### src/rtl/core/ffa_pkg.sv
package ffa_pkg;

   localparam logic [2:0] OP_DIV = 3'd0;
   localparam logic [2:0] OP_MUL = 3'd1;
   localparam logic [2:0] OP_I2F = 3'd2;
   localparam logic [2:0] OP_F2I = 3'd3;
   localparam logic [2:0] OP_CMP = 3'd4;

   localparam logic [1:0] ORD_EQ    = 2'd0;
   localparam logic [1:0] ORD_BELOW = 2'd1;
   localparam logic [1:0] ORD_ABOVE = 2'd2;

   localparam int unsigned QUO_STEPS = 24;

   typedef struct packed {
      logic [2:0]  op;
      logic [31:0] operand_a;
      logic [31:0] operand_b;
   } req_payload_type;

   typedef struct packed {
      logic [31:0] result_word;
      logic [1:0]  order;
   } rsp_payload_type;

   // One pipeline stage's worth of work in flight.
   typedef struct packed {
      logic [2:0]  op;
      logic        spec;
      logic        sgn;
      logic [7:0]  expo;
      logic [24:0] rem;
      logic [23:0] dvs;
      logic [23:0] quo;
      logic        rnd;
      logic [47:0] prod;
      logic [31:0] mag;
      logic [4:0]  lz;
      logic [31:0] word;
      logic [1:0]  order;
   } stage_type;

   // Restoring division steps first .. first+count-1; the step after the
   // last quotient bit only yields the round bit.
   function automatic stage_type div_steps(stage_type s, int unsigned first,
                                           int unsigned count);
      stage_type   r;
      logic        take;
      r = s;
      for (int unsigned i = 0; i < count; i++) begin
         take = (r.rem >= {1'b0, r.dvs});
         if (take) begin
            r.rem = r.rem - {1'b0, r.dvs};
         end
         if (first + i < QUO_STEPS) begin
            r.quo = {r.quo[22:0], take};
            r.rem = {r.rem[23:0], 1'b0};
         end else begin
            r.rnd = take;
         end
      end
      return r;
   endfunction

endpackage

### src/rtl/core/ffa_front.sv
module ffa_front (
   input  ffa_pkg::req_payload_type req,
   output ffa_pkg::stage_type       stg
);
   import ffa_pkg::*;

   logic [23:0] ma, mb;
   logic [7:0]  ea, eb;
   logic        a_zero, b_zero;
   logic [31:0] mag;
   logic [4:0]  lz;
   logic [8:0]  fsh;
   logic [31:0] fint;
   logic [1:0]  ord;

   assign ma     = {1'b1, req.operand_a[22:0]};
   assign mb     = {1'b1, req.operand_b[22:0]};
   assign ea     = req.operand_a[30:23];
   assign eb     = req.operand_b[30:23];
   assign a_zero = (req.operand_a[30:0] == 31'd0);
   assign b_zero = (req.operand_b[30:0] == 31'd0);

   // Magnitude and leading-zero count for integer to float.
   always_comb begin
      mag = req.operand_a[31] ? (32'd0 - req.operand_a) : req.operand_a;
      lz  = 5'd0;
      for (int i = 0; i < 32; i++) begin
         if (mag[i]) begin
            lz = 5'(31 - i);
         end
      end
   end

   // Float to integer; a shift code of zero stands for 256.
   always_comb begin
      fsh = {1'b0, ea - 8'd126};
      if (fsh == 9'd0) begin
         fsh = 9'd256;
      end
      if (fsh <= 9'd24) begin
         fint = {8'd0, ma} >> 5'(9'd24 - fsh);
      end else if (fsh < 9'd56) begin
         fint = {8'd0, ma} << 5'(fsh - 9'd24);
      end else begin
         fint = 32'd0;
      end
      if (req.operand_a[31]) begin
         fint = 32'd0 - fint;
      end
      if (a_zero) begin
         fint = 32'd0;
      end
   end

   always_comb begin
      if (req.operand_a[31] != req.operand_b[31]) begin
         ord = req.operand_a[31] ? ORD_BELOW : ORD_ABOVE;
      end else if (req.operand_a[30:0] == req.operand_b[30:0]) begin
         ord = ORD_EQ;
      end else if ((req.operand_a[30:0] < req.operand_b[30:0]) ^ req.operand_a[31]) begin
         ord = ORD_BELOW;
      end else begin
         ord = ORD_ABOVE;
      end
   end

   always_comb begin
      stg       = '0;
      stg.op    = req.op;
      stg.sgn   = req.operand_a[31] ^ req.operand_b[31];
      stg.rem   = {1'b0, ma};
      stg.dvs   = mb;
      stg.prod  = ma * mb;
      stg.mag   = mag;
      stg.lz    = lz;
      case (req.op)
         OP_DIV: begin
            stg.expo = ea - eb + 8'd127;
            if (b_zero) begin
               stg.spec = 1'b1;
               stg.word = '1;
            end else if (a_zero) begin
               stg.spec = 1'b1;
            end
         end
         OP_MUL: begin
            stg.expo = ea + eb - 8'd127;
            stg.spec = a_zero || b_zero;
         end
         OP_I2F: begin
            stg.expo = 8'd158 - {3'd0, lz};
            stg.sgn  = req.operand_a[31];
            stg.spec = (req.operand_a == 32'd0);
         end
         OP_F2I: begin
            stg.spec = 1'b1;
            stg.word = fint;
         end
         OP_CMP: begin
            stg.spec  = 1'b1;
            stg.order = ord;
         end
         default: begin
            stg.spec = 1'b1;
         end
      endcase
   end

endmodule

### src/rtl/core/firmware_float_alu.sv
// Channel | Direction | Ports
// request | in        | req_valid, req_ready, req_payload (op, operand_a, operand_b)
// result  | out       | rsp_valid, rsp_ready, rsp_payload (result_word, order)
//
// Every operation passes the operand stage, four division stages and a rounding stage
// before its result is valid, and one may enter in every cycle while req_ready is
// high. The 25 restoring division steps are spread over the four stages after the
// operand stage. Reset clears the valid bits only. When a result beat waits, the
// whole pipeline holds and req_ready is low, so nothing is dropped or repeated.
module firmware_float_alu (
   input  logic                     clock,
   input  logic                     reset,
   input  logic                     req_valid,
   output logic                     req_ready,
   input  ffa_pkg::req_payload_type req_payload,
   output logic                     rsp_valid,
   input  logic                     rsp_ready,
   output ffa_pkg::rsp_payload_type rsp_payload
);
   import ffa_pkg::*;

   localparam int unsigned NSTG = 5;

   stage_type       front;
   stage_type       stage_ff [NSTG];
   stage_type       stage_in [NSTG];
   logic [NSTG-1:0] valid_ff, valid_in;
   logic            rsp_valid_ff, rsp_valid_in;
   rsp_payload_type rsp_ff, rsp_in;
   logic            adv;

   assign adv       = !rsp_valid_ff || rsp_ready;
   assign req_ready = adv;
   assign rsp_valid = rsp_valid_ff;
   assign rsp_payload = rsp_ff;

   ffa_front u_front (
      .req (req_payload),
      .stg (front)
   );

   // Operand register from the front end; first stage after the operands: multiply
   // rounding, int to float shift and the first seven division steps; later stages: the remaining division steps.
   always_comb begin
      logic [24:0] hi;
      logic [23:0] h24;
      logic        rb;
      logic [24:0] sum;
      logic [7:0]  e;
      logic [31:0] sh;
      stage_in[0] = front;
      stage_in[1] = div_steps(stage_ff[0], 0, 7);
      hi  = stage_ff[0].prod[47:23];
      rb  = hi[24] ? stage_ff[0].prod[23] : stage_ff[0].prod[22];
      h24 = hi[24] ? hi[24:1] : hi[23:0];
      e   = stage_ff[0].expo + {7'd0, hi[24]};
      sum = {1'b0, h24} + {24'd0, rb};
      if (sum[24]) begin
         sum = {1'b0, sum[24:1]};
         e   = e + 8'd1;
      end
      sh = stage_ff[0].mag << stage_ff[0].lz;
      if (!stage_ff[0].spec) begin
         if (stage_ff[0].op == OP_MUL) begin
            stage_in[1].word = {stage_ff[0].sgn, e, sum[22:0]};
         end else if (stage_ff[0].op == OP_I2F) begin
            stage_in[1].word = {stage_ff[0].sgn, stage_ff[0].expo, sh[30:8]};
         end
      end
      stage_in[2] = div_steps(stage_ff[1], 7, 6);
      stage_in[3] = div_steps(stage_ff[2], 13, 6);
      stage_in[4] = div_steps(stage_ff[3], 19, 6);
   end

   // Quotient rounding and normalisation, and selection of the result word.
   always_comb begin
      logic [23:0] q;
      logic [24:0] q25;
      logic [7:0]  e;
      q   = stage_ff[4].quo;
      e   = stage_ff[4].expo;
      q25 = {1'b0, q} + 25'd1;
      if (stage_ff[4].rnd) begin
         if (q25[24]) begin
            q = q25[24:1];
            e = e + 8'd1;
         end else begin
            q = q25[23:0];
         end
      end
      if (!q[23]) begin
         q = {q[22:0], 1'b0};
         e = e - 8'd1;
      end
      rsp_in.order = stage_ff[4].order;
      if (stage_ff[4].op == OP_DIV && !stage_ff[4].spec) begin
         rsp_in.result_word = {stage_ff[4].sgn, e, q[22:0]};
      end else begin
         rsp_in.result_word = stage_ff[4].word;
      end
   end

   assign valid_in     = {valid_ff[NSTG-2:0], req_valid};
   assign rsp_valid_in = valid_ff[NSTG-1];

   always_ff @(posedge clock) begin
      if (reset) begin
         valid_ff     <= '0;
         rsp_valid_ff <= 1'b0;
      end else if (adv) begin
         valid_ff     <= valid_in;
         rsp_valid_ff <= rsp_valid_in;
      end
   end

   always_ff @(posedge clock) begin
      if (adv) begin
         for (int i = 0; i < NSTG; i++) begin
            stage_ff[i] <= stage_in[i];
         end
         rsp_ff <= rsp_in;
      end
   end

`ifndef SYNTHESIS
   a_stage_moves: assert property (@(posedge clock) disable iff (reset)
      valid_ff[0] && adv |=> valid_ff[1])
      else $error("pipeline lost a beat between stages");
   a_hold_on_stall: assert property (@(posedge clock) disable iff (reset)
      valid_ff[NSTG-1] && !adv |=> valid_ff[NSTG-1] && $stable(stage_ff[NSTG-1]))
      else $error("last stage changed while stalled");
   a_order_code: assert property (@(posedge clock) disable iff (reset)
      rsp_valid_ff |-> rsp_ff.order != 2'd3)
      else $error("invalid order code");
`endif

endmodule

### config.mk
export PLATFORM = sky130hd
export DESIGN_NAME = firmware_float_alu
export DESIGN_NICKNAME = d
export VERILOG_FILES = /design/src/rtl/core/ffa_pkg.sv /design/src/rtl/core/ffa_front.sv /design/src/rtl/core/firmware_float_alu.sv
export SDC_FILE = /design/constraint.sdc
export NUM_CORES = 2
export LEC_CHECK = 0
export BUFFER_PORTS_ARGS = -buffer_cell sky130_fd_sc_hd__buf_4
export CAP_MARGIN = 20
export CORE_ASPECT_RATIO = 0.6
export CORE_MARGIN = 3
export CORE_UTILIZATION = 45
export DETAILED_ROUTE_END_ITERATION = 16
export PLACE_DENSITY = 0.68
export SYNTH_ARGS = -nofsm -noshare
export SYNTH_HDL_FRONTEND = slang
export SYNTH_SLANG_ARGS = --single-unit
### constraint.sdc
create_clock -name clock -period 28.8 [get_ports clock]
set_clock_uncertainty 0.05 [all_clocks]
set_input_delay 5.76 -clock clock [delete_from_list [all_inputs] [get_ports clock]]
set_output_delay 5.76 -clock clock [all_outputs]
set_load 0.02 [all_outputs]
==> out/qor.csv <==
metric;value;unit
cp_max_fo;37;
hold_class;flop to flop;
holdWs;331;ps
wl_per_cell;24.9;um
synthTopCellsByArea;edfxtp_1 (22%), ha_1 (13%), fa_1 (12%), nand2_1 (4.5%), xnor2_1 (4.5%);
period_share;93.7;%
critPathSlowestCell;o21a_2;
worstPathRequired;29160;ps
fmax;37.0;MHz
outcome;finished, final reports clean;
path_class;flop to flop;
yosys-top-cells-count;nand2_1 (948), inv_1 (825), ha_1 (814);
worst_ep_arrival_time;27350;ps
endpoint_kind;flop;
relSlewSlack;12.5;%
fillers;16400;
cts_tree;built;
maxSlewViolCount;0;
setup_tns;0;ps
port_buffers;106;
final-hold-violation-count;0;
netlist_area;79000;sq um
drv_cap;0;
rsz0062_at_grt;no;
min_period;26990;ps
grt_max_degree;152;
synthCells;8941;
synth-seq-area-share;22.2;%
critPathLaunchType;flop;
synth_edf_count;581;
clockBufferDepth;3;
post-synth-top-count-cell;nand2_1;
synthArstFlopShare;0;%
synth.top_cell.area_share;22.1;%
synth_area_leader_cell;edfxtp_1;
cts_resized;0;
fin_nets;10200;
synth_warnings;0;
numCtsBuffers;56;
cts_setup_buffers;0;
drc;0;
drtAntennaViolNets;0;
htree_num_levels;2;
tightest_slew;1300;ps
synth_fp_nets;10300;
dieArea;181000;sq um
core-area;173000;sq um
hpwl;217;mm
drt_iter0_markers;9048;
ios;107;
cts-hold-fix-buffers;0;
yosys_register_bits;587;
track_usage;30.0;%
cpMostUsedCell;a21oi_1;
clockRootBuffer;clkbuf_16;
critPathMaxStageDelay;630;ps
drive_gt1_share;6.97;%
drt_pass1_iterations;6;
finalSetupViolations;0;
rows;118;
initial_core_util;45.5;%
grt_pass1_vias;63900;
synthFlopType;edfxtp_1;
grt_pass1_wl;412;mm
clock_sinks;587;
detail_route.vias_per_cell;6.19;
grt_antenna_before_repair;27;
syn2layout_area_growth;6.24;%
synthDistinctLibCells;119;
gp_congestion;1.00;
vias;69700;
clk_latency;700;ps
avgSynthCellArea;8.84;sq um
wirelength;280;mm
path_clk_slew;70;ps
overflow;0;
fp.dieH;331;um
fp.dieW;547;um
## final cells by class
type	count	area [sq um]	area share (%)
Clock buffer	61	1420	1.69
Timing Repair Buffer	174	1340	1.60
Antenna cell	20	50.0	0.0596
Clock inverter	42	478	0.569
Multi-Input combinational cell	7185	57000	67.9
Inverter	840	3160	3.77
Sequential cell	587	17600	20.9
Tap cell	2340	2930	3.49
## layout by cell type (no fill, tap or decap), types with 126 or more instances in the layout
cell,instances
a21o_1,239
ha_1,814
nand2_1,948
mux2i_1,189
mux2_2,186
a21oi_1,634
nand3_1,174
xnor2_1,404
buf_4,170
fa_1,492
inv_1,824
xor2_1,228
and2_1,126
o21ai_0,495
edfxtp_1,581
nor2_1,731
## worst max-delay path: cells and delay by family, from the launching register on
family | cells | cell delay [ps]
AO/OA/AOI/OAI | 57 | 16600
adder cells (fa/ha/maj) | 7 | 2310
buffers and inverters | 7 | 2180
flip-flops | 1 | 380
multiplexers | 5 | 1540
AND/OR/NAND/NOR | 19 | 3530
## cell families (layout without fill, tap and decap cells)
group	count (synthesis)	after routing	share of synthesized area, %
AOI/OAI and AO/OA	2165	2165	17.6
xor gates and xnor gates	632	632	7.00
adders and majority gates	1308	1308	25.4
buffers and inverters	1169	1117	5.67
DFF	587	587	22.2
muxes	441	441	6.73
other	0	20	0
and+or+nand+nor	2639	2639	15.4
## routing by layer
layer  GRT usage, %  wire [um]  up-vias
li1               -          -    31400
met1           46.5     128000    33700
met2           38.8     104000     4100
met3           10.5      40400      408
met4           7.00       7230        0
met5              0          0        -
## metrics by stage
step | cells | worst slack (ps) | util [%] | cell area (sq um)
final | 11200 | 1810 | 48.4 | 84000
after global routing | 11200 | 445 | 48.4 | 83900
after CTS | 11200 | 2750 | 48.3 | 83900
after detailed placement | 11100 | 2840 | 47.2 | 82000
after global placement | 11100 | 3400 | 47.2 | 82000
after floorplan | 8941 | 5770 | - | 79000
## flip-flops by register name, indices dropped and copies added, names as in the netlist
| name | cells |
|---|---|
| rsp_payload | 34 |
| stage_ff | 547 |
| valid_ff | 5 |
| rsp_valid | 1 |
## worst paths after layout
path                          from               end  slack, ps  cells past startpoint
setup / recovery  stage_ff[0][160]  stage_ff[0][380]       1810                     95
setup reg to reg  stage_ff[0][160]  stage_ff[0][380]       1810                     95
hold / removal    stage_ff[0][651]  stage_ff[0][857]        330                      0
hold reg to reg   stage_ff[0][651]  stage_ff[0][857]        330                      0
Power is not shown: default switching activity piles up to over one toggle a cycle in this logic, so the estimate is an artifact.
